### src/rtl/msd_pkg.sv
// ----------------------------------------------------------------------------
// msd_pkg: shared types and constants of the multi-switch debouncer
// Holds the field widths, the switch mode codes and the structs that pass
// between the front, the sample queue and the back.
// ----------------------------------------------------------------------------
package msd_pkg;

  localparam int unsigned SW_IDX_W    = 4;
  localparam int unsigned RUN_W       = 16;
  localparam int unsigned QUEUE_DEPTH = 2;

  localparam logic [RUN_W-1:0] RANGE_RESET = 16'd20;
  localparam logic [RUN_W-1:0] RUN_MAX     = 16'hFFFF;

  typedef enum logic [1:0] {
    MODE_RELEASED = 2'd0,
    MODE_PRESSED  = 2'd1,
    MODE_BOUNCE   = 2'd2
  } mode_e;

  // A sample after classification by the front.
  typedef struct packed {
    logic                err;
    logic [SW_IDX_W-1:0] idx;
    logic                level;
  } sample_t;

  typedef struct packed {
    logic status;
    logic report_valid;
    logic reported_pressed;
  } result_t;

endpackage

### src/rtl/msd_in_if.sv
// ----------------------------------------------------------------------------
// msd_in_if: sample channel
// Carries one switch index and its sampled pin level per transfer.
// ----------------------------------------------------------------------------
interface msd_in_if;
  logic                         valid;
  logic                         ready;
  logic [msd_pkg::SW_IDX_W-1:0] switch_index;
  logic                         pin_level;

  modport source (output valid, output switch_index, output pin_level, input ready);
  modport sink   (input valid, input switch_index, input pin_level, output ready);
endinterface

### src/rtl/msd_out_if.sv
// ----------------------------------------------------------------------------
// msd_out_if: result channel
// Carries the status and the debounced level of one sample per transfer.
// ----------------------------------------------------------------------------
interface msd_out_if;
  logic valid;
  logic ready;
  logic status;
  logic report_valid;
  logic reported_pressed;

  modport source (output valid, output status, output report_valid,
                  output reported_pressed, input ready);
  modport sink   (input valid, input status, input report_valid,
                  input reported_pressed, output ready);
endinterface

### src/rtl/msd_front.sv
// ----------------------------------------------------------------------------
// msd_front: sample intake
// Accepts samples and flags those whose switch index is out of range.
// ----------------------------------------------------------------------------
module msd_front #(
  parameter int unsigned SWITCH_COUNT = 8
) (
  msd_in_if.sink            in_if,
  output logic              smp_valid_o,
  input  logic              smp_ready_i,
  output msd_pkg::sample_t  smp_o
);
  import msd_pkg::*;

  localparam logic [SW_IDX_W:0] SwCount = SWITCH_COUNT[SW_IDX_W:0];

  assign smp_valid_o = in_if.valid;
  assign in_if.ready = smp_ready_i;

  always_comb begin
    smp_o.err   = {1'b0, in_if.switch_index} >= SwCount;
    smp_o.idx   = in_if.switch_index;
    smp_o.level = in_if.pin_level;
  end

endmodule

### src/rtl/msd_fifo.sv
// ----------------------------------------------------------------------------
// msd_fifo: sample queue
// A short queue that decouples the intake from the state update.
// ----------------------------------------------------------------------------
module msd_fifo (
  input  logic              clk_i,
  input  logic              rst_ni,
  input  logic              push_valid_i,
  output logic              push_ready_o,
  input  msd_pkg::sample_t  push_data_i,
  output logic              pop_valid_o,
  input  logic              pop_ready_i,
  output msd_pkg::sample_t  pop_data_o
);
  import msd_pkg::*;

  localparam int unsigned PtrW = (QUEUE_DEPTH > 1) ? $clog2(QUEUE_DEPTH) : 1;
  localparam int unsigned CntW = $clog2(QUEUE_DEPTH + 1);
  localparam logic [CntW-1:0] CntFull = QUEUE_DEPTH[CntW-1:0];
  localparam logic [PtrW-1:0] PtrLast = PtrW'(QUEUE_DEPTH - 1);

  sample_t         mem_q [QUEUE_DEPTH];
  logic [PtrW-1:0] wr_ptr_q, wr_ptr_d;
  logic [PtrW-1:0] rd_ptr_q, rd_ptr_d;
  logic [CntW-1:0] cnt_q, cnt_d;
  logic            push, pop;

  assign push_ready_o = (cnt_q != CntFull);
  assign pop_valid_o  = (cnt_q != '0);
  assign pop_data_o   = mem_q[rd_ptr_q];
  assign push         = push_valid_i && push_ready_o;
  assign pop          = pop_valid_o && pop_ready_i;

  always_comb begin
    wr_ptr_d = wr_ptr_q;
    rd_ptr_d = rd_ptr_q;
    cnt_d    = cnt_q;
    if (push) begin
      wr_ptr_d = (wr_ptr_q == PtrLast) ? '0 : wr_ptr_q + PtrW'(1);
    end
    if (pop) begin
      rd_ptr_d = (rd_ptr_q == PtrLast) ? '0 : rd_ptr_q + PtrW'(1);
    end
    if (push && !pop) begin
      cnt_d = cnt_q + CntW'(1);
    end else if (pop && !push) begin
      cnt_d = cnt_q - CntW'(1);
    end
  end

  always_ff @(posedge clk_i or negedge rst_ni) begin
    if (!rst_ni) begin
      wr_ptr_q <= '0;
      rd_ptr_q <= '0;
      cnt_q    <= '0;
    end else begin
      wr_ptr_q <= wr_ptr_d;
      rd_ptr_q <= rd_ptr_d;
      cnt_q    <= cnt_d;
    end
  end

  always_ff @(posedge clk_i) begin
    if (push) begin
      mem_q[wr_ptr_q] <= push_data_i;
    end
  end

endmodule

### src/rtl/msd_back.sv
// ----------------------------------------------------------------------------
// msd_back: per-switch debounce update
// Updates the mode and run counts of the addressed switch and registers the
// result of each sample.
// ----------------------------------------------------------------------------
module msd_back #(
  parameter int unsigned SWITCH_COUNT = 8
) (
  input  logic                        clk_i,
  input  logic                        rst_ni,
  input  logic [msd_pkg::RUN_W-1:0]   range_i,
  input  logic                        smp_valid_i,
  output logic                        smp_ready_o,
  input  msd_pkg::sample_t            smp_i,
  msd_out_if.source                   out_if
);
  import msd_pkg::*;

  localparam int unsigned IdxW = (SWITCH_COUNT > 1) ? $clog2(SWITCH_COUNT) : 1;

  mode_e            mode_q [SWITCH_COUNT];
  logic [RUN_W-1:0] hi_q   [SWITCH_COUNT];
  logic [RUN_W-1:0] lo_q   [SWITCH_COUNT];

  logic             out_valid_q;
  result_t          res_q, res_d;

  logic [IdxW-1:0]  idx;
  mode_e            mode_cur, mode_nx;
  logic [RUN_W-1:0] hi_cur, lo_cur, hi_nx, lo_nx;
  logic             take;

  assign idx         = smp_i.idx[IdxW-1:0];
  assign smp_ready_o = !out_valid_q || out_if.ready;
  assign take        = smp_valid_i && smp_ready_o;

  assign mode_cur = mode_q[idx];
  assign hi_cur   = hi_q[idx];
  assign lo_cur   = lo_q[idx];

  always_comb begin
    mode_nx = mode_cur;
    hi_nx   = hi_cur;
    lo_nx   = lo_cur;
    res_d   = '0;
    if (smp_i.err) begin
      res_d.status = 1'b1;
    end else begin
      unique case (mode_cur)
        MODE_RELEASED: begin
          if (smp_i.level) mode_nx = MODE_BOUNCE;
          res_d.report_valid = 1'b1;
        end
        MODE_PRESSED: begin
          if (!smp_i.level) mode_nx = MODE_BOUNCE;
          res_d.report_valid     = 1'b1;
          res_d.reported_pressed = 1'b1;
        end
        default: begin
          // Bounce: the run count of the sampled level grows, the other clears.
          if (smp_i.level) begin
            hi_nx = (hi_cur == RUN_MAX) ? hi_cur : hi_cur + RUN_W'(1);
            lo_nx = '0;
            if (hi_nx > range_i) begin
              mode_nx                = MODE_PRESSED;
              res_d.report_valid     = 1'b1;
              res_d.reported_pressed = 1'b1;
            end
          end else begin
            lo_nx = (lo_cur == RUN_MAX) ? lo_cur : lo_cur + RUN_W'(1);
            hi_nx = '0;
            if (lo_nx > range_i) begin
              mode_nx            = MODE_RELEASED;
              res_d.report_valid = 1'b1;
            end
          end
        end
      endcase
    end
  end

  always_ff @(posedge clk_i or negedge rst_ni) begin
    if (!rst_ni) begin
      for (int i = 0; i < SWITCH_COUNT; i++) begin
        mode_q[i] <= MODE_RELEASED;
        hi_q[i]   <= '0;
        lo_q[i]   <= '0;
      end
    end else if (take && !smp_i.err) begin
      mode_q[idx] <= mode_nx;
      hi_q[idx]   <= hi_nx;
      lo_q[idx]   <= lo_nx;
    end
  end

  always_ff @(posedge clk_i or negedge rst_ni) begin
    if (!rst_ni) begin
      out_valid_q <= 1'b0;
    end else if (smp_ready_o) begin
      out_valid_q <= smp_valid_i;
    end
  end

  always_ff @(posedge clk_i) begin
    if (take) begin
      res_q <= res_d;
    end
  end

  assign out_if.valid            = out_valid_q;
  assign out_if.status           = res_q.status;
  assign out_if.report_valid     = res_q.report_valid;
  assign out_if.reported_pressed = res_q.reported_pressed;

endmodule

### src/rtl/multi_switch_debouncer_top.sv
// ----------------------------------------------------------------------------
// multi_switch_debouncer_top: counter-based debouncer for several switches
// Each sample names a switch and its pin level; each sample yields one
// result with a status and, when settled, the debounced level.
// ----------------------------------------------------------------------------
//
//   Channel   Direction  Payload                                   Handshake
//   in_if     sink       switch_index[3:0], pin_level              valid/ready
//   out_if    source     status, report_valid, reported_pressed    valid/ready
//   cfg       write      cfg_wdata_i[15:0] (debounce range)        cfg_we_i
//
// The block sustains one transfer per cycle on each side while out_if ready
// stays high. A sample passes through the sample queue and then the output
// register of the update stage before it appears as a result. The update of a
// switch reads and writes its mode and run counts in the same cycle, so
// back-to-back samples of one switch need no forwarding. The asynchronous
// reset clears all switch modes and run counts at once and loads the debounce
// range with 20. A stall on the result side fills the two-entry queue
// before the sample side sees ready drop.
//
module multi_switch_debouncer_top #(
  parameter int unsigned SWITCH_COUNT = 8
) (
  input  logic                      clk_i,
  input  logic                      rst_ni,
  input  logic                      cfg_we_i,
  input  logic [msd_pkg::RUN_W-1:0] cfg_wdata_i,
  msd_in_if.sink                    in_if,
  msd_out_if.source                 out_if
);
  import msd_pkg::*;

  // Debounce range: a run must be longer than this count to settle.
  logic [RUN_W-1:0] range_q;

  always_ff @(posedge clk_i or negedge rst_ni) begin
    if (!rst_ni) begin
      range_q <= RANGE_RESET;
    end else if (cfg_we_i) begin
      range_q <= cfg_wdata_i;
    end
  end

  // Front to queue.
  logic    fr_valid, fr_ready;
  sample_t fr_smp;
  // Queue to back.
  logic    bk_valid, bk_ready;
  sample_t bk_smp;

  // The front classifies each sample as in range or not.
  msd_front #(
    .SWITCH_COUNT (SWITCH_COUNT)
  ) u_front (
    .in_if       (in_if),
    .smp_valid_o (fr_valid),
    .smp_ready_i (fr_ready),
    .smp_o       (fr_smp)
  );

  // The queue lets the intake keep going while the result side stalls.
  msd_fifo u_fifo (
    .clk_i        (clk_i),
    .rst_ni       (rst_ni),
    .push_valid_i (fr_valid),
    .push_ready_o (fr_ready),
    .push_data_i  (fr_smp),
    .pop_valid_o  (bk_valid),
    .pop_ready_i  (bk_ready),
    .pop_data_o   (bk_smp)
  );

  // The back holds the per-switch state and registers each result.
  msd_back #(
    .SWITCH_COUNT (SWITCH_COUNT)
  ) u_back (
    .clk_i       (clk_i),
    .rst_ni      (rst_ni),
    .range_i     (range_q),
    .smp_valid_i (bk_valid),
    .smp_ready_o (bk_ready),
    .smp_i       (bk_smp),
    .out_if      (out_if)
  );

  // An error result never carries a reported level.
  assert property (@(posedge clk_i) disable iff (!rst_ni)
    (out_if.valid && out_if.status) |-> (!out_if.report_valid && !out_if.reported_pressed))
    else $error("error result carries a report");

  // A pressed level is only given together with its valid flag.
  assert property (@(posedge clk_i) disable iff (!rst_ni)
    (out_if.valid && out_if.reported_pressed) |-> out_if.report_valid)
    else $error("pressed level without report valid");

  // A configuration write lands in the range register on the next cycle.
  assert property (@(posedge clk_i) disable iff (!rst_ni)
    (cfg_we_i) |=> (!$past(rst_ni) || range_q == $past(cfg_wdata_i)))
    else $error("debounce range not updated by write");

endmodule

### src/flat_wrapper.sv
// flat-port wrapper written by rule: the top's interface ports become plain ports
module multi_switch_debouncer_top_flat import msd_pkg::*;
#(
  parameter int unsigned SWITCH_COUNT = 8
)
  (clk_i, rst_ni, cfg_we_i, cfg_wdata_i, in_if_valid, in_if_switch_index, in_if_pin_level, in_if_ready, out_if_valid, out_if_status, out_if_report_valid, out_if_reported_pressed, out_if_ready);
  msd_in_if in_if_i ();
  msd_out_if out_if_i ();
  input  logic clk_i;
  input  logic rst_ni;
  input  logic cfg_we_i;
  input  logic [msd_pkg::RUN_W-1:0] cfg_wdata_i;
  input wire logic [$bits(in_if_i.valid)-1:0] in_if_valid;
  input wire logic [$bits(in_if_i.switch_index)-1:0] in_if_switch_index;
  input wire logic [$bits(in_if_i.pin_level)-1:0] in_if_pin_level;
  output wire logic [$bits(in_if_i.ready)-1:0] in_if_ready;
  output wire logic [$bits(out_if_i.valid)-1:0] out_if_valid;
  output wire logic [$bits(out_if_i.status)-1:0] out_if_status;
  output wire logic [$bits(out_if_i.report_valid)-1:0] out_if_report_valid;
  output wire logic [$bits(out_if_i.reported_pressed)-1:0] out_if_reported_pressed;
  input wire logic [$bits(out_if_i.ready)-1:0] out_if_ready;
  assign in_if_i.valid = in_if_valid;
  assign in_if_i.switch_index = in_if_switch_index;
  assign in_if_i.pin_level = in_if_pin_level;
  assign in_if_ready = in_if_i.ready;
  assign out_if_valid = out_if_i.valid;
  assign out_if_status = out_if_i.status;
  assign out_if_report_valid = out_if_i.report_valid;
  assign out_if_reported_pressed = out_if_i.reported_pressed;
  assign out_if_i.ready = out_if_ready;
  multi_switch_debouncer_top #(.SWITCH_COUNT(SWITCH_COUNT)) u_core (.clk_i(clk_i), .rst_ni(rst_ni), .cfg_we_i(cfg_we_i), .cfg_wdata_i(cfg_wdata_i), .in_if(in_if_i), .out_if(out_if_i));
endmodule
### config.mk
export PLATFORM = sky130hd
export DESIGN_NAME = multi_switch_debouncer_top_flat
export DESIGN_NICKNAME = d
export VERILOG_FILES = /design/src/rtl/msd_pkg.sv /design/src/rtl/msd_in_if.sv /design/src/rtl/msd_out_if.sv /design/src/rtl/msd_front.sv /design/src/rtl/msd_fifo.sv /design/src/rtl/msd_back.sv /design/src/rtl/multi_switch_debouncer_top.sv /design/src/flat_wrapper.sv
export SDC_FILE = /design/constraint.sdc
export NUM_CORES = 1
export LEC_CHECK = 0
export ABC_AREA = 1
export BUFFER_PORTS_ARGS = -buffer_cell sky130_fd_sc_hd__buf_2
export CELL_PAD_IN_SITES_DETAIL_PLACEMENT = 1
export CELL_PAD_IN_SITES_GLOBAL_PLACEMENT = 1
export CORE_ASPECT_RATIO = 1.4
export CORE_MARGIN = 2
export CORE_UTILIZATION = 42
export CTS_CLUSTER_SIZE = 30
export DETAILED_ROUTE_END_ITERATION = 7
export PLACE_DENSITY = 0.85
export SLEW_MARGIN = 20
export SYNTH_ARGS = -nofsm -noshare
export SYNTH_HDL_FRONTEND = slang
export SYNTH_SLANG_ARGS = --single-unit
### constraint.sdc
create_clock -name clk_i -period 3.6 [get_ports clk_i]
set_input_delay 0.54 -clock clk_i [delete_from_list [all_inputs] [get_ports clk_i]]
set_output_delay 0.54 -clock clk_i [all_outputs]
set_load 0.03 [all_outputs]
Yosys cells after proc, flatten, opt, wreduce, memory -nomap -nowiden
Memory sizes are Yosys's and may differ from the RTL's.
Index checks and enable logic that the tools add are counted.
W data, S select, Z words.
Storage, ports and cells
  memories kept: 1
  word-level logic and storage cells: 108
  flip-flop bits (word level): 296
  input port bits: 26
  bits in writable memories: 12
Cells by class
  reductions and logical operators: 15
  equality and inequality tests: 4
  bitwise operators: 1
  mux-type cells: 44
  order comparisons: 5
  add/subtract/negate cells: 6
Memory list
  u_core.u_fifo.mem_q: depth 2, width 6, read ports 1, clocked after Yosys merged registers in 0, write ports 1, RTL line msd_fifo.sv:22  | sample_t mem_q [QUEUE_DEPTH];
Operator list (number)
  $bwmux W128: 2
  $mux W16: 13
  $bmux W16 S3: 2
  $demux W16 S3: 1
  $add A16 B1 Y16 const B: 2
  $eq A16 B16 Y1 const B: 2
  $gt A16 B16 Y1: 2
  $mux W2: 12
  $bwmux W16: 1
  $mux W1: 9
  $ge A4 B4 Y1 const B: 2
  $bmux W2 S3: 1
  $demux W2 S3: 1
  $logic_and A1 B1 Y1: 6
  $logic_not A1 Y1: 4
  $lt A4 B1 Y1 const B: 1
  $not A3 Y4: 1
  $pmux W2 S2: 1
  $reduce_bool A2 Y1: 2
  $add A1 B1 Y1 const B: 2
  $add A2 B1 Y2 const B: 1
  $eq A2 B1 Y1 const B: 1
  $logic_not A2 Y1: 1
  $ne A2 B2 Y1 const B: 1
  4 further kinds: 4

Depth between registers and ports, before layout
Gate-level depths: netlist of the first run.
An unclocked memory read counts as a cell.
  word-level depth: 13
  depth in mapped cells: 37
  gate-level depth less buffers: 34

By module
A second synthesis of the first run with hierarchy kept.
Unflattened totals
  cell total of the unflattened synthesis: 2495
  area, all modules: 17302.8 um2
Modules (own cells, without submodules)
  msd_back: instances 1, area an instance 15915.3 um2, cells an instance 2359, seq. area each 6921.6 um2
  msd_fifo: instances 1, area an instance 684.4 um2, cells an instance 60, seq. area each 460.4 um2
  multi_switch_debouncer_top: instances 1, area an instance 646.9 um2, cells an instance 68, seq. area each 402.9 um2
  msd_front: instances 1, area an instance 56.3 um2, cells an instance 8, seq. area each 0.0 um2

Least setup slack after synthesis of the first run
Ideal clock, no wire load.
  kind: flip-flop to flip-flop
  start point: register u_core.u_fifo.rd_ptr_q
  end point: register u_core.u_back.mode_q[0] (netlist name)
  clock period less this slack: 3.767 ns
  arrival: 3.649 ns
  setup slack: -0.167 ns
  data required time: 3.483 ns
  stages on the path, launching flop included: 36
  cells stage by stage: dfrtp_1 buf_6 inv_8 nand2_1 nand2_1 buf_2 buf_2 nand2_1 nand2_1 nand2_1 nand2_1 inv_1 ha_1 inv_1 nor2_4 nand2_2 nor2_4 nand2_2 nand2_1 and2_1 ha_1 inv_1 nor2_1 nor2_1 o21ai_0 nand2_1 o211ai_1 nand2_1 o2111ai_1 nand2_1 nand2_1 nand2_1 nand2_1 nand2_1 nand2_1 nand2_1
On the way
  cells in the longest elaborated chain, start to end: 13
  elaborated cells between the ends (all ways): 36
  classes of those cells: add/sub (2); order compare (4); eq/ne (3); mux (21); bitwise (1); reduce/logical (4); memory (1)
Ends and longest elaborated chain
  start, declared: RTL line msd_fifo.sv:24  | logic [PtrW-1:0] rd_ptr_q, rd_ptr_d;
  start signal, assigned: RTL line msd_fifo.sv:58  | rd_ptr_q <= rd_ptr_d;
  $mem_v2 Z2 W6 *
  $not A3 Y4 (implied by the code)
  $bmux W16 S3 (on tied branches): RTL line msd_back.sv:39, msd_back.sv:38
  $mux W16 (on tied branches) (2 in a row): RTL line msd_back.sv:39, msd_back.sv:38
  $add A16 B1 Y16 (tied with other cells): RTL line msd_back.sv:70  | lo_nx = (lo_cur == RUN_MAX) ? lo_cur : lo_cur + RUN_W'(1);
  $mux W16 (on tied branches): RTL line msd_back.sv:70, msd_back.sv:62
  $gt A16 B16 Y1 (on tied branches): RTL line msd_back.sv:72, msd_back.sv:64
  $mux W2 (on tied branches): RTL line msd_back.sv:72, msd_back.sv:64
  $mux W2: RTL line msd_back.sv:61  | if (smp_i.level) begin
  $pmux W2 S2: RTL line msd_back.sv:49  | unique case (mode_cur)
  $mux W2: RTL line msd_back.sv:46  | if (smp_i.err) begin
  $bwmux W16: RTL line msd_back.sv:90  | mode_q[idx] <= mode_nx;
  end signal, assigned by index: RTL line msd_back.sv:90
  end, declared: RTL line msd_back.sv:21  | mode_e mode_q [SWITCH_COUNT];
Every way passes the cells marked *; elsewhere a longest branch is shown, timed or not. The select of a mux whose other input is x is not followed.
A chain may end at the register's enable or synchronous reset.

Final worst setup path of the first run
  start point: memory u_core.u_fifo.mem_q[1][1] (netlist name)
  end point: register u_core.u_back.mode_q[8] (netlist name)
On the way
  cells in the longest elaborated chain, start to end: 13
  elaborated cells between the ends (all ways): 34
  classes of those cells: add/sub (2); order compare (4); eq/ne (3); mux (21); bitwise (1); reduce/logical (2); memory (1)
Ends and longest elaborated chain (RTL line)
  start, declared: msd_fifo.sv:22
  $mem_v2 Z2 W6 *
  $not A3 Y4 (implied by the code) *
  $bmux W16 S3 (on tied branches): msd_back.sv:39, msd_back.sv:38
  $mux W16 (on tied branches) (2 in a row): msd_back.sv:39, msd_back.sv:38
  $add A16 B1 Y16 (tied with other cells): msd_back.sv:70
  $mux W16 (on tied branches): msd_back.sv:70, msd_back.sv:62
  $gt A16 B16 Y1 (on tied branches): msd_back.sv:72, msd_back.sv:64
  $mux W2 (on tied branches): msd_back.sv:72, msd_back.sv:64
  $mux W2: msd_back.sv:61
  $pmux W2 S2: msd_back.sv:49
  $mux W2: msd_back.sv:46
  $bwmux W16 *: msd_back.sv:90
Marked as above.

==> flow_metrics.env, run 1 <==
export IMPL_place_congestion=0.9182
export IMPL_yosysWarnings=0
export IMPL_syn_to_final_growth_pct=28.21
export IMPL_synth_largest_area_cell="dfrtp_1"
export IMPL_slew_headroom_pct=-6.849
export IMPL_dr_pass1_iters=6
export IMPL_seq_area_frac_synth_pct=44.45
export IMPL_rows=88
export IMPL_min_period_ps=4456
export IMPL_grt_usage_pct=34.63
export IMPL_core_region_area_um2=41070
export IMPL_h_tree_depth=2
export IMPL_grt_pass1_vias=20620
export IMPL_synth_xor_area_share_pct=0.7559
export IMPL_synthCells=2535
export IMPL_cts_tree="yes"
export IMPL_synth_top_family_by_area="simple AND/OR/NAND/NOR gates"
export IMPL_drv_cap=1
export IMPL_worst_ep_required_time_ps=4020
export IMPL_viasPerCell=5.699
export IMPL_drive_gt1_share_pct=21.52
export IMPL_muxShareOfSynthArea_pct=0.06479
export IMPL_dieWidth_um=175.9
export IMPL_timing_fmax_ghz=0.2244
export IMPL_max_stage_delay_ps=490
export IMPL_rsz0062_at_grt="true"
export IMPL_synth_edf_count=13
export IMPL_syn_nets=2596
export IMPL_cp_max_fo=8
export IMPL_n_antenna_cell=0
export IMPL_cts_root_buf="clkbuf_16"
export IMPL_path_class="register to register"
export IMPL_fin_ws_ps=-856.2
export IMPL_fin_skew_ps=34.43
export IMPL_finalSetupViolCount=169
export IMPL_synthSimpleGateAreaFrac_pct=38.78
export IMPL_avgRoutedWirePerCell_um=24.08
export IMPL_start_kind="register"
export IMPL_period_share_pct=123.8
export IMPL_drc=0
export IMPL_clk_latency_ps=560
export IMPL_final_setup_tns_ps=-31880
export IMPL_arrival_ps=4880
export IMPL_drt_iter0_drc=1602
export IMPL_ys_ff_latch=306
export IMPL_grt_antenna_before_repair=1
export IMPL_drtAntennaViolNets=0
export IMPL_synthAdderAreaFrac_pct=2.520
export IMPL_finalHoldViolCount=0
export IMPL_status="complete, but fails checks"
export IMPL_fin_nets=2844
export IMPL_synth_area_um2=17380
export IMPL_syn_avg_cell_area_um2=6.856
export IMPL_dieArea_um2=43050
export IMPL_worstMarginPinSlew_ps=1586
export IMPL_violations="max-capacitance violations, max-slew violations, negative setup slack"
export IMPL_grt_pass1_wl_mm=114.6
export IMPL_synthDistinctLibCells=43
export IMPL_slew_viol_final=3
export IMPL_dr_total_vias=19070
export IMPL_crit_top_cell="nand2_1"
export IMPL_clk_pin_slew_worst_paths_ps=70
export IMPL_synth_top_area_share_pct=41.90
export IMPL_min_path_type="input port to register"
export IMPL_cts_buffer_depth=3
export IMPL_synth_area_leaders="dfrtp_1, nand2_1, inv_1"
export IMPL_grt_max_degree=112
export IMPL_dp_hpwl_mm=46.18
export IMPL_synth_compound_area_share_pct=4.794
export IMPL_cts_buffers=35
export IMPL_slowest_stage="edfxtp_1"
export IMPL_routed_wl_mm=80.60
export IMPL_grt_overflow_total=0
export IMPL_ioPinCount=31
export IMPL_io_buffers=30
export IMPL_endpoint_kind="register"
export IMPL_die_height_um=244.7
export IMPL_cts_sinks=306
export IMPL_synthFlopType="dfrtp_1"
export IMPL_initial_core_util_pct=42.32
export IMPL_ys_async_sr_fraction_pct=95.75
## routing by layer
layer  GRT usage, %  routed length, µm
met4          26.20               7828
met3          5.235               5621
met2          61.79              39000
met1          36.60              28150
met5              0                 10
## metrics by stage
stage	hold WS [ps]	setup WS, ps	area [µm²]	cells	utilization [%]
final	180.7	-856.2	22280	3347	54.26
after detailed placement	456.4	-722.3	19670	3222	47.89
after floorplan	244.4	23.42	17420	2535	-
after global placement	453.1	-550.9	19670	3222	47.89
after CTS	172.5	-417.4	21880	3329	53.27
after global routing	176.5	-1073	22280	3347	54.26
## cell type report
class,instances,area [µm²]
fillers,5224,18790
multi-input cells,1880,8915
flip-flops and latches,306,7726
repair buffers,321,2914
clock buffers,49,988.4
inverters,239,909.6
well taps,540,675.6
clock inverters,12,155.1
## sequential cells by signal (all words and copies together) (netlist names)
register	cells
u_core.u_back.out_if.valid	1
u_core.u_fifo.mem_q	10
u_core.u_back.out_if.reported_pressed	1
u_core.u_back.hi_q	128
u_core.u_back.lo_q	128
u_core.u_back.mode_q	16
u_core.u_fifo.cnt_q	2
u_core.range_q	16
u_core.u_fifo.rd_ptr_q	1
u_core.u_back.out_if.status	1
u_core.u_back.out_if.report_valid	1
u_core.u_fifo.wr_ptr_q	1
## kinds of logic (layout without fill, tap and decap cells)
family / Yosys count / in the layout
XOR/XNOR: 15 / 15
AO/OA/AOI/OAI: 146 / 146
flip-flops: 306 / 306
AND/OR/NAND/NOR: 1682 / 1683
buffers and inverters: 350 / 621
adder cells (fa/ha/maj): 35 / 35
multiplexers: 1 / 1
## synth_stat cells, types with 3 or more instances
library cell  instances
o21ai_1              33
nand3_2               3
o21ai_0              45
buf_1                 8
inv_2                12
nand3b_1             10
nand4_1               5
dfrtp_1             291
xor2_1               13
o21ai_2              12
nand3_1             104
nor2_1              105
nor2_4                6
nand2_1            1391
ha_1                 35
inv_1               226
buf_2                21
nand2_4               3
edfxtp_1             13
and2_1                7
buf_6                14
a21oi_1              24
buf_4                13
nand2_2              30
a31oi_1              25
nor2_2                9
clkbuf_1             55
## critical path, delay by kind of cell, from the launching register on
kind                       cells  cell delay (ps)
AOI/OAI and AO/OA              2              260
buffers and inverters          6              830
and+or+nand+nor               22             2370
adders and majority gates      1              330
DFF                            1              490
## final timing paths
check | slack (ps) | to | startpoint | depth (start not counted)
setup reg to reg | -860 | u_core.u_back.mode_q[8] | u_core.u_fifo.mem_q[1][1] | 31
setup / recovery | -860 | u_core.u_back.mode_q[8] | u_core.u_fifo.mem_q[1][1] | 31
hold reg to reg | 480 | u_core.u_back.hi_q[94] | u_core.u_back.hi_q[94] | 2
max in group asynchronous | 2000 | u_core.range_q[12] | rst_ni | 3
hold / removal | 180 | u_core.u_fifo.mem_q[0][5] | in_if_switch_index[3] | 1
min in group asynchronous | 550 | u_core.u_back.hi_q[37] | rst_ni | 2
## cells in the final DEF (no fill, tap or decap), types with 13 or more instances in the layout
cell,count
ha_1,31
dfrtp_1,290
o21ai_0,34
nand2_1,1314
o21ai_2,14
nand2_2,88
o21ai_1,40
nor2_1,71
buf_6,17
edfxtp_1,13
nor2_2,22
buf_2,29
buf_12,31
inv_1,222
inv_2,14
nand3_2,16
nor2_4,27
nand3_1,87
buf_4,235
clkbuf_16,35
a21oi_1,24
nand2_4,18
a31oi_1,25
## timing repair
| action | 4_1_cts | 5_1_grt |
|---|---|---|
| cloned | 6 | 0 |
| buffers inserted | 40 | 19 |
| gates resized for setup | 153 | 72 |
| hold endpoints to repair | 62 | 0 |
| endpoints found under the setup margin | 18 | 22 |
| hold buffers | 1 | 0 |
| pin swaps | 35 | 49 |
Power of run 1 is not shown: default switching activity piles up to over one toggle a cycle in this logic, so the estimate is an artifact.
==> run 2: changes to the inputs <==
CORE_UTILIZATION = 50   (was 42)
PLACE_DENSITY = 0.94   (was 0.85)
clock period = 5.8 ns   (was 3.6 ns; I/O delays follow)
==> run 2 against run 1 <==
Against the previous run:
- the run now ends clean
- cell area decreased by 15%
- worst setup slack gained 1400 ps
- clock skew decreased by 10 ps
- sequential share of layout area increased by 6.0 points
- die area down 16%
- via count decreased by 11%
- clock-buffer cell count is 7 higher
- critical endpoint is now u_core.u_back.mode_q[0]
==> flow_metrics.env, run 2 (synthesis gave the netlist of run 1 again) <==
export IMPL_grt_usage_pct=36.27
export IMPL_post_place_cells=2941
export IMPL_grt_pass1_wl_mm=101.4
export IMPL_slew_headroom_pct=27.01
export IMPL_cts_root_buf="clkbuf_16"
export IMPL_switching_share_pct=52.27
export IMPL_finalHoldViolCount=0
export IMPL_finalSetupViolCount=0
export IMPL_dp_hpwl_mm=40.95
export IMPL_grt_max_degree=127
export IMPL_powerDensity_nw_per_um2=733.8
export IMPL_initial_core_util_pct=50.92
export IMPL_grt_overflow_total=0
export IMPL_combinationalPowerShare_pct=58.3
export IMPL_die_height_um=224.6
export IMPL_mostFrequentLayoutCell="nand2_1"
export IMPL_io_buffers=30
export IMPL_slew_viol_final=0
export IMPL_whs_ps=349.8
export IMPL_cts_sinks=306
export IMPL_drive_gt1_share_pct=8.222
export IMPL_min_period_ps=5223
export IMPL_fin_skew_ps=24.08
export IMPL_clk_pin_slew_worst_paths_ps=60
export IMPL_n_antenna_cell=0
export IMPL_final_setup_tns_ps=0
export IMPL_rows=80
export IMPL_path_class="register to register"
export IMPL_dr_pass1_iters=5
export IMPL_cp_max_fo=50
export IMPL_slowest_stage="dfrtp_2"
export IMPL_rsz0062_at_grt="false"
export IMPL_grt_pass1_vias=18580
export IMPL_hold_buffers=0
export IMPL_core_region_area_um2=34130
export IMPL_ir_drop_mv=0.4118
export IMPL_avgRoutedWirePerCell_um=21.38
export IMPL_p_leak_uw=0.01047
export IMPL_worst_ep_required_time_ps=6280
export IMPL_min_path_type="input port to asynchronous set/reset pin"
export IMPL_drc=0
export IMPL_p_clk_share_pct=15.8
export IMPL_drtAntennaViolNets=0
export IMPL_pwr_share_seq_pct=25.9
export IMPL_r2r_start="u_core.u_fifo.rd_ptr_q"
export IMPL_drt_iter0_drc=1125
export IMPL_status="finished, final reports clean"
export IMPL_start_kind="register"
export IMPL_r2r_end="u_core.u_back.mode_q[0]"
export IMPL_period_share_pct=90.05
export IMPL_ioPinCount=31
export IMPL_rrSetupSlack_ps=580
export IMPL_fin_cells=3005
export IMPL_endpoint_kind="register"
export IMPL_h_tree_depth=2
export IMPL_drv_cap=0
export IMPL_largest_registers="u_core.u_back.hi_q (128), u_core.u_back.lo_q (128)"
export IMPL_grt_antenna_before_repair=0
export IMPL_final_cell_mix="nand2_1, dfrtp_1, inv_1"
export IMPL_worstMarginPinSlew_ps=1094
export IMPL_fillCellCount=4480
export IMPL_clk_latency_ps=550
export IMPL_internal_power_uw=6659
export IMPL_cts_tree="yes"
export IMPL_viasPerCell=5.654
export IMPL_cts_buffer_depth=3
export IMPL_fin_nets=2588
export IMPL_dr_total_vias=16990
export IMPL_arrival_ps=5700
export IMPL_dieWidth_um=161.6
export IMPL_reg2reg_depth=30
export IMPL_routed_wl_mm=64.26
export IMPL_crit_top_cell="nand2_1"
export IMPL_max_stage_delay_ps=560
export IMPL_power_switching_uw=7292
export IMPL_dieArea_um2=36290
export IMPL_timing_fmax_ghz=0.1915
export IMPL_syn_to_final_growth_pct=9.394
export IMPL_place_congestion=0.9816
export IMPL_cts_buffers=35
==> run 2: cell count changes in the layout (fill, tap and decap cells not counted), sizes merged <==
| cell | before | now |
|---|---|---|
| clkinv | 9 | 6 |
| clkinvlp | 0 | 1 |
| bufinv | 3 | 0 |
| nand2 | 1426 | 1425 |
| inv | 239 | 240 |
| clkbuf | 49 | 56 |
| dlygate4sd3 | 1 | 0 |
| buf | 320 | 66 |
==> run 2: what timing repair did <==
| item | 4_1_cts | 5_1_grt |
|---|---|---|
| buffers inserted | 0 | 0 |
| setup endpoints to repair | 0 | 2 |
| resized for setup | 0 | 1 |
==> run 2: worst max-delay path, delay by kind of cell, from the launching register on <==
| kind | cells | cell delay, ps |
|---|---|---|
| adders and majority gates | 1 | 280 |
| buffers and inverters | 3 | 460 |
| DFF | 1 | 560 |
| AOI/OAI and AO/OA | 4 | 780 |
| and+or+nand+nor | 22 | 3020 |
==> run 2: layer usage <==
layer	up-vias	wire length, µm	track usage (%)
met5	-	0	0
met4	0	4824	24.51
met3	293	3588	5.311
met2	643	32130	63.79
met1	8378	23710	40.56
li1	7675	-	-
==> run 2: power by group through the flow <==
stage | clock (µW) | sequential [µW] | combinational, µW
floorplan | 0 | 3460 | 5540
global placement | 0 | 3540 | 7600
detailed placement | 0 | 3600 | 7930
CTS | 2230 | 3590 | 8070
global route | 2300 | 3690 | 9010
finish | 2210 | 3610 | 8130
==> run 2: area by class of cell <==
class / count / area [µm²] / share of cell area, %
clock buffer: 56 / 1066 / 5.607
timing repair buffer: 66 / 493.0 / 2.593
clock inverter: 8 / 65.06 / 0.3422
tap: 451 / 564.3 / 2.968
inverter: 239 / 904.6 / 4.758
sequential: 306 / 7726 / 40.64
multi-input combinational: 1879 / 8194 / 43.10
==> run 2: stage by stage <==
stage | instance area (µm²) | setup WS [ps] | power, µW | utilization (%)
after global routing | 19010 | 182.5 | 15000 | 55.70
after detailed placement | 17880 | 649.2 | 11540 | 52.39
final | 19010 | 576.9 | 13950 | 55.70
after CTS | 19010 | 459.6 | 13890 | 55.70
after global placement | 17880 | 931.2 | 11130 | 52.39
after floorplan | 17380 | 2033 | 8999 | -
==> run 2: worst max-delay path by stage <==
stage                           startpoint                  endpoint  slack, ps  cells after the start
floorplan           u_core.u_fifo.rd_ptr_q   u_core.u_back.mode_q[0]       2030                     35
finish              u_core.u_fifo.rd_ptr_q   u_core.u_back.mode_q[0]        580                     30
global route        u_core.u_fifo.rd_ptr_q   u_core.u_back.mode_q[0]        180                     30
CTS                 u_core.u_fifo.rd_ptr_q   u_core.u_back.mode_q[0]        460                     30
global placement    u_core.u_fifo.rd_ptr_q  u_core.u_back.mode_q[10]        930                     30
detailed placement  u_core.u_fifo.rd_ptr_q   u_core.u_back.mode_q[0]        650                     27
Power figures use the tool's default switching activity.
